--- src/sv/pau_pkg.sv ---
// Shared constants, types and the CORDIC arctangent table of the phasor adder.
package pau_pkg;

   // default field widths and iteration count
   localparam int AMP_BITS_DEF      = 16;
   localparam int PHASE_BITS_DEF    = 16;
   localparam int CORDIC_STAGES_DEF = 16;

   // extra fraction bits carried on the vector components
   localparam int GUARD = 16;

   // round(2^32 / K^2), removes the gain of both CORDIC passes
   localparam logic [31:0] INVK2 = 32'd1583795506;

   // pi on the 32-bit angle scale
   localparam logic [31:0] HALF_TURN = 32'h8000_0000;

   // sideband flags for a sum that lies on the real axis
   typedef struct packed {
      logic neg_axis;
      logic pos_axis;
   } axis_type;

   // component width: amplitude, guard bits, gain growth of both passes, sign
   function automatic int vec_width(input int amp_bits);
      int w;
      w = amp_bits + GUARD + 5;
      return (w > 33) ? w : 33;
   endfunction

   // atan(2^-i) with 2^31 = pi
   function automatic logic [31:0] atan_step(input logic [4:0] idx);
      logic [31:0] a;
      case (idx)
         5'd0:    a = 32'h2000_0000;
         5'd1:    a = 32'h12E4_051E;
         5'd2:    a = 32'h09FB_385B;
         5'd3:    a = 32'h0511_11D4;
         5'd4:    a = 32'h028B_0D43;
         5'd5:    a = 32'h0145_D7E1;
         5'd6:    a = 32'h00A2_F61E;
         5'd7:    a = 32'h0051_7C55;
         5'd8:    a = 32'h0028_BE53;
         5'd9:    a = 32'h0014_5F2F;
         5'd10:   a = 32'h000A_2F98;
         5'd11:   a = 32'h0005_17CC;
         5'd12:   a = 32'h0002_8BE6;
         5'd13:   a = 32'h0001_45F3;
         5'd14:   a = 32'h0000_A2FA;
         5'd15:   a = 32'h0000_517D;
         5'd16:   a = 32'h0000_28BE;
         5'd17:   a = 32'h0000_145F;
         5'd18:   a = 32'h0000_0A30;
         5'd19:   a = 32'h0000_0518;
         5'd20:   a = 32'h0000_028C;
         5'd21:   a = 32'h0000_0146;
         5'd22:   a = 32'h0000_00A3;
         5'd23:   a = 32'h0000_0051;
         5'd24:   a = 32'h0000_0029;
         5'd25:   a = 32'h0000_0014;
         5'd26:   a = 32'h0000_000A;
         5'd27:   a = 32'h0000_0005;
         5'd28:   a = 32'h0000_0003;
         5'd29:   a = 32'h0000_0001;
         5'd30:   a = 32'h0000_0001;
         5'd31:   a = 32'h0000_0000;
         default: a = 32'h0000_0000;
      endcase
      return a;
   endfunction

endpackage

--- src/sv/pau_gain.sv ---
// Gain removal, amplitude rounding and saturation, phase rounding; output register.
module pau_gain #(
   parameter int AMP_BITS      = pau_pkg::AMP_BITS_DEF,
   parameter int PHASE_BITS    = pau_pkg::PHASE_BITS_DEF,
   localparam int W            = pau_pkg::vec_width(AMP_BITS)
) (
   input  logic                         clock,
   input  logic                         reset,
   input  logic                         in_valid,
   output logic                         in_stall,
   input  logic [W-1:0]                 in_x,
   input  logic [31:0]                  in_z,
   input  pau_pkg::axis_type            in_axis,
   output logic                         out_valid,
   input  logic                         out_stall,
   output logic [AMP_BITS:0]            out_amp,
   output logic signed [PHASE_BITS-1:0] out_phase
);

   localparam int TW = W + 1;
   localparam logic [TW-1:0] ROUND = TW'(1) << (pau_pkg::GUARD - 1);

   logic [1:0]            valid_ff;
   logic [2:0]            adv;
   logic [63:0]           lo_prod_ff;
   logic [W-1:0]          hi_prod_ff;
   logic [PHASE_BITS-1:0] pc_ff;
   logic [AMP_BITS:0]     amp_ff;
   logic [PHASE_BITS-1:0] phase_ff;

   logic [63:0]           lo_prod_in;
   logic [W-1:0]          hi_prod_in;
   logic [31:0]           z_rnd;
   logic [PHASE_BITS-1:0] pc_in;
   logic [TW-1:0]         t_sum;
   logic [W-pau_pkg::GUARD:0] amp_wide;
   logic [AMP_BITS:0]     amp_in;

   assign adv[2] = !out_stall;
   assign adv[1] = !valid_ff[1] || adv[2];
   assign adv[0] = !valid_ff[0] || adv[1];
   assign in_stall = !adv[0];

   // magnitude times 1/K^2, split at bit 32 into two partial products
   assign lo_prod_in = 64'(in_x[31:0]) * 64'(pau_pkg::INVK2);
   assign hi_prod_in = W'(in_x[W-1:32]) * W'(pau_pkg::INVK2);

   // angle rounded to the phase code by half an LSB (no rounding when PHASE_BITS is 32)
   if (PHASE_BITS == 32) begin : g_no_round
      assign z_rnd = in_z;
   end else begin : g_round
      assign z_rnd = in_z + (32'd1 << (31 - PHASE_BITS));
   end

   // real-axis sums take exact codes
   always_comb begin
      pc_in = z_rnd[31 -: PHASE_BITS];
      if (in_axis.neg_axis) begin
         pc_in = '0;
         pc_in[PHASE_BITS-1] = 1'b1;
      end
      if (in_axis.pos_axis) begin
         pc_in = '0;
      end
   end

   always_ff @(posedge clock) begin
      if (reset) begin
         valid_ff[0] <= 1'b0;
      end else if (adv[0]) begin
         valid_ff[0] <= in_valid;
      end
   end

   always_ff @(posedge clock) begin
      if (adv[0]) begin
         lo_prod_ff <= lo_prod_in;
         hi_prod_ff <= hi_prod_in;
         pc_ff      <= pc_in;
      end
   end

   // combine partial products, drop guard bits with rounding, saturate
   always_comb begin
      t_sum    = TW'(hi_prod_ff) + TW'(lo_prod_ff[63:32]) + ROUND;
      amp_wide = t_sum[TW-1:pau_pkg::GUARD];
      if (|amp_wide[W-pau_pkg::GUARD:AMP_BITS+1]) begin
         amp_in = '1;
      end else begin
         amp_in = amp_wide[AMP_BITS:0];
      end
   end

   // output register: holds the word while the far side stalls
   always_ff @(posedge clock) begin
      if (reset) begin
         valid_ff[1] <= 1'b0;
      end else if (adv[1]) begin
         valid_ff[1] <= valid_ff[0];
      end
   end

   always_ff @(posedge clock) begin
      if (adv[1]) begin
         amp_ff   <= amp_in;
         phase_ff <= pc_ff;
      end
   end

   assign out_valid = valid_ff[1];
   assign out_amp   = amp_ff;
   assign out_phase = $signed(phase_ff);

endmodule

--- config.mk ---
export PLATFORM = sky130hd
export DESIGN_NAME = pau_gain
export DESIGN_NICKNAME = d
export VERILOG_FILES = /design/src/sv/pau_pkg.sv /design/src/sv/pau_gain.sv
export SDC_FILE = /design/constraint.sdc
export NUM_CORES = 1
export LEC_CHECK = 0
export ABC_CLOCK_PERIOD_IN_PS = 10000
export BUFFER_PORTS_ARGS = -buffer_cell sky130_fd_sc_hd__buf_4
export CORE_AREA = 8 8 257 259
export CTS_CLUSTER_SIZE = 30
export DETAILED_ROUTE_END_ITERATION = 16
export DIE_AREA = 0 0 265 267
export MAX_ROUTING_LAYER = met4
export PLACE_DENSITY = 0.65
export SLEW_MARGIN = 20
export SYNTH_ARGS = -nofsm -noshare
export SYNTH_HDL_FRONTEND = slang
export SYNTH_SLANG_ARGS = --single-unit
--- constraint.sdc ---
create_clock -name clock -period 10 [get_ports clock]
set_input_delay 1.5 -clock clock [delete_from_list [all_inputs] [get_ports clock]]
set_output_delay 1.5 -clock clock [all_outputs]
set_load 0.1 [all_outputs]
==> impl_metrics.json <==
{
  "drt-pass1-iter-count": 5,
  "ys.flop_type": "edfxtp_1",
  "r2r-start": "hi_prod_ff[5]",
  "cts_tree": "yes",
  "endpoint": "lo_prod_ff[58]",
  "yosys-top-cells-count": "inv_1 (608), ha_1 (507), fa_1 (434), edfxtp_1 (114), a21oi_1 (85)",
  "portBuffers": 94,
  "fin_worst_skew_ps": 13.6,
  "fillers": 5961,
  "synth_enable_flop_cells": 114,
  "antenna_found_initial": 0,
  "r2r_slack_ps": 6330,
  "drive_gt1_share_pct": 6.06,
  "track_usage_pct": 17.2,
  "grt_pass1_wl_microns": 92700,
  "drtIter0Drc": 736,
  "ys_async_sr_fraction_pct": 0,
  "synthTopCellsByArea": "fa_1 (36%), ha_1 (26%), edfxtp_1 (14%)",
  "hold_path.class": "reg2reg",
  "via_count": 16000,
  "yosysTopAreaCell": "fa_1",
  "cts_resized": 0,
  "grt_pass1_vias": 18000,
  "core_region_area_sq_um": 62200,
  "cp-startpoint": "in_x[7]",
  "path_cells": "buf_4 > inv_1 > fa_1 > inv_1 > fa_1 > fa_1 > fa_1 > fa_1 > fa_1 > fa_1 > ha_1 > ha_1 > nand4_1 > nor4_1 > o21ai_0 > a21oi_1 > nor2_1 > o21ai_0 > a21oi_1 > o31ai_1 > a21oi_1 > xnor2_1",
  "gp_congestion": 0.938,
  "htree_levels": 4,
  "end_kind": "flip-flop",
  "synth.top_cell.area_share_pct": 35.5,
  "wirelength_microns": 57500,
  "synth.most_common_cell": "inv_1",
  "cp.arrival_ps": 8680,
  "synth_cells": 2262,
  "status": "completed",
  "syn_nets": 3278,
  "fin_crit_sh_pct": 85.2,
  "max_stage_delay_ps": 580,
  "drc": 0,
  "dieArea_sq_um": 70800,
  "cp-start-kind": "input port",
  "use_met3_pct": 2.74,
  "tightest_slew_ps": 925,
  "crit_path_frequent_cell": "fa_1",
  "final-hold-violation-count": 0,
  "routedWlPerCell_microns": 18.1,
  "grt-ovfl-total": 0,
  "initial_core_util_pct": 39.4,
  "cts_max_path_buffers": 2,
  "final_util_pct": 42.9,
  "cap_violations": 0,
  "cts_sinks": 116,
  "top_usage_layer": "met2",
  "clockRootBuffer": "clkbuf_16",
  "vias_per_cell": 5.04,
  "rsz0062_at_grt": "false",
  "grt_max_degree": 72,
  "yosysSeqAreaShare_pct": 14.2,
  "use_met1_pct": 21.0,
  "use_met2_pct": 29.3,
  "num_rows": 92,
  "holdBufCountCts": 0,
  "synth_cell_types": 60,
  "die_x_microns": 265,
  "r2r_end": "out_amp[7]",
  "crit_slowest_cell": "fa_1",
  "insertedDiodeCount": 0,
  "synth_area_sq_um": 24500,
  "postSynthAreaPerCell_sq_um": 10.8,
  "reg2reg_depth": 12,
  "hold_slack_ps": 419,
  "postCtsSetupBuffers": 0,
  "path_class": "in2reg",
  "maxSlewViolCount": 0,
  "fin_tns_setup_ps": 0,
  "yosysWarnings": 0,
  "final-setup-viol-count": 0,
  "critPathRequiredTime_ps": 10160,
  "finalNetCount": 3381,
  "ys_ff_latch": 116,
  "clk_pin_slew_worst_paths_ps": 50,
  "worst-path-max-fanout": 7,
  "area_growth_syn_to_layout_pct": 9.01,
  "ioPinCount": 110,
  "dp_hpwl_microns": 51500,
  "numCtsBuffers": 17,
  "max_freq_ghz": 0.117,
  "die_h_microns": 267,
  "min_period_ps": 8520,
  "detail-route-antenna-nets": 0,
  "clock_latency_ps": 430,
  "relSlewSlack_pct": 38.3
}
==> placed cells by master, fill, tap and decap left out, drive strengths merged, types with 17 or more instances in the layout <==
| cell type | netlist | final |
|---|---|---|
| inv | 608 | 608 |
| ha | 507 | 507 |
| fa | 434 | 434 |
| edfxtp | 114 | 114 |
| buf | 9 | 96 |
| a21oi | 87 | 87 |
| nand2 | 74 | 74 |
| o21ai | 54 | 54 |
| xnor2 | 50 | 50 |
| nor2 | 48 | 48 |
| a21o | 38 | 38 |
| xor2 | 37 | 37 |
| nand3 | 27 | 27 |
| a211oi | 19 | 19 |
| clkbuf | 3 | 19 |
| nand4 | 17 | 17 |
==> worst max-delay path, delay by kind of cell <==
kind	cells	cell delay, ps
and+or+nand+nor	3	670
xor gates and xnor gates	1	140
AOI/OAI and AO/OA	6	1700
buffers and inverters	3	470
adders and majority gates	9	4170
==> flip-flops by register name (all words and copies together), names as in the netlist <==
signal,cells
hi_prod_ff,35
lo_prod_ff,30
out_amp,17
out_phase,16
out_valid,1
pc_ff,16
valid_ff,1
==> cell families after synthesis <==
| logic type | after synthesis | synth area share [%] |
|---|---|---|
| xor+xnor | 87 | 3.11 |
| fa+ha+maj | 941 | 61.4 |
| simple gates | 232 | 4.60 |
| buf+inv | 620 | 9.66 |
| flops | 116 | 14.2 |
| compound gates | 266 | 7.04 |
==> how the worst min path moves through the flow <==
| stage | startpoint | cells past startpoint | slack [ps] | to |
|---|---|---|---|---|
| 2_1_floorplan | pc_ff[0] | 0 | 400 | out_phase[0] |
| 3_3_place_gp | pc_ff[8] | 0 | 400 | out_phase[8] |
| 3_5_place_dp | pc_ff[2] | 0 | 410 | out_phase[2] |
| 4_1_cts | pc_ff[5] | 0 | 410 | out_phase[5] |
| 5_1_grt | pc_ff[2] | 0 | 430 | out_phase[2] |
| 6_report | pc_ff[5] | 0 | 420 | out_phase[5] |
==> per-layer routing <==
metal,vias to the layer above,part of all wire (%)
met2,315,50
met1,8122,43
li1,7490,-
met4,0,2.8
met3,83,4.1
met5,-,0
==> cell type report <==
| type | count | area (sq um) | share of cell area, % |
|---|---|---|---|
| Multi-Input combinational cell | 1526 | 18700 | 70.0 |
| Sequential cell | 116 | 3460 | 13.0 |
| Inverter | 608 | 2280 | 8.56 |
| Timing Repair Buffer | 96 | 721 | 2.70 |
| Clock inverter | 12 | 115 | 0.432 |
| Clock buffer | 19 | 433 | 1.62 |
| Tap cell | 799 | 1000 | 3.75 |
==> stage by stage <==
step	cell area, sq um	setup WS (ps)	instances
after floorplan	24500	2460	2262
after global placement	26100	1010	3145
after detailed placement	26100	968	3145
after CTS	26700	1390	3176
after global routing	26700	1050	3176
final	26700	1480	3176
Power is not shown: default switching activity piles up to over one toggle a cycle in this logic, so the estimate is an artifact.
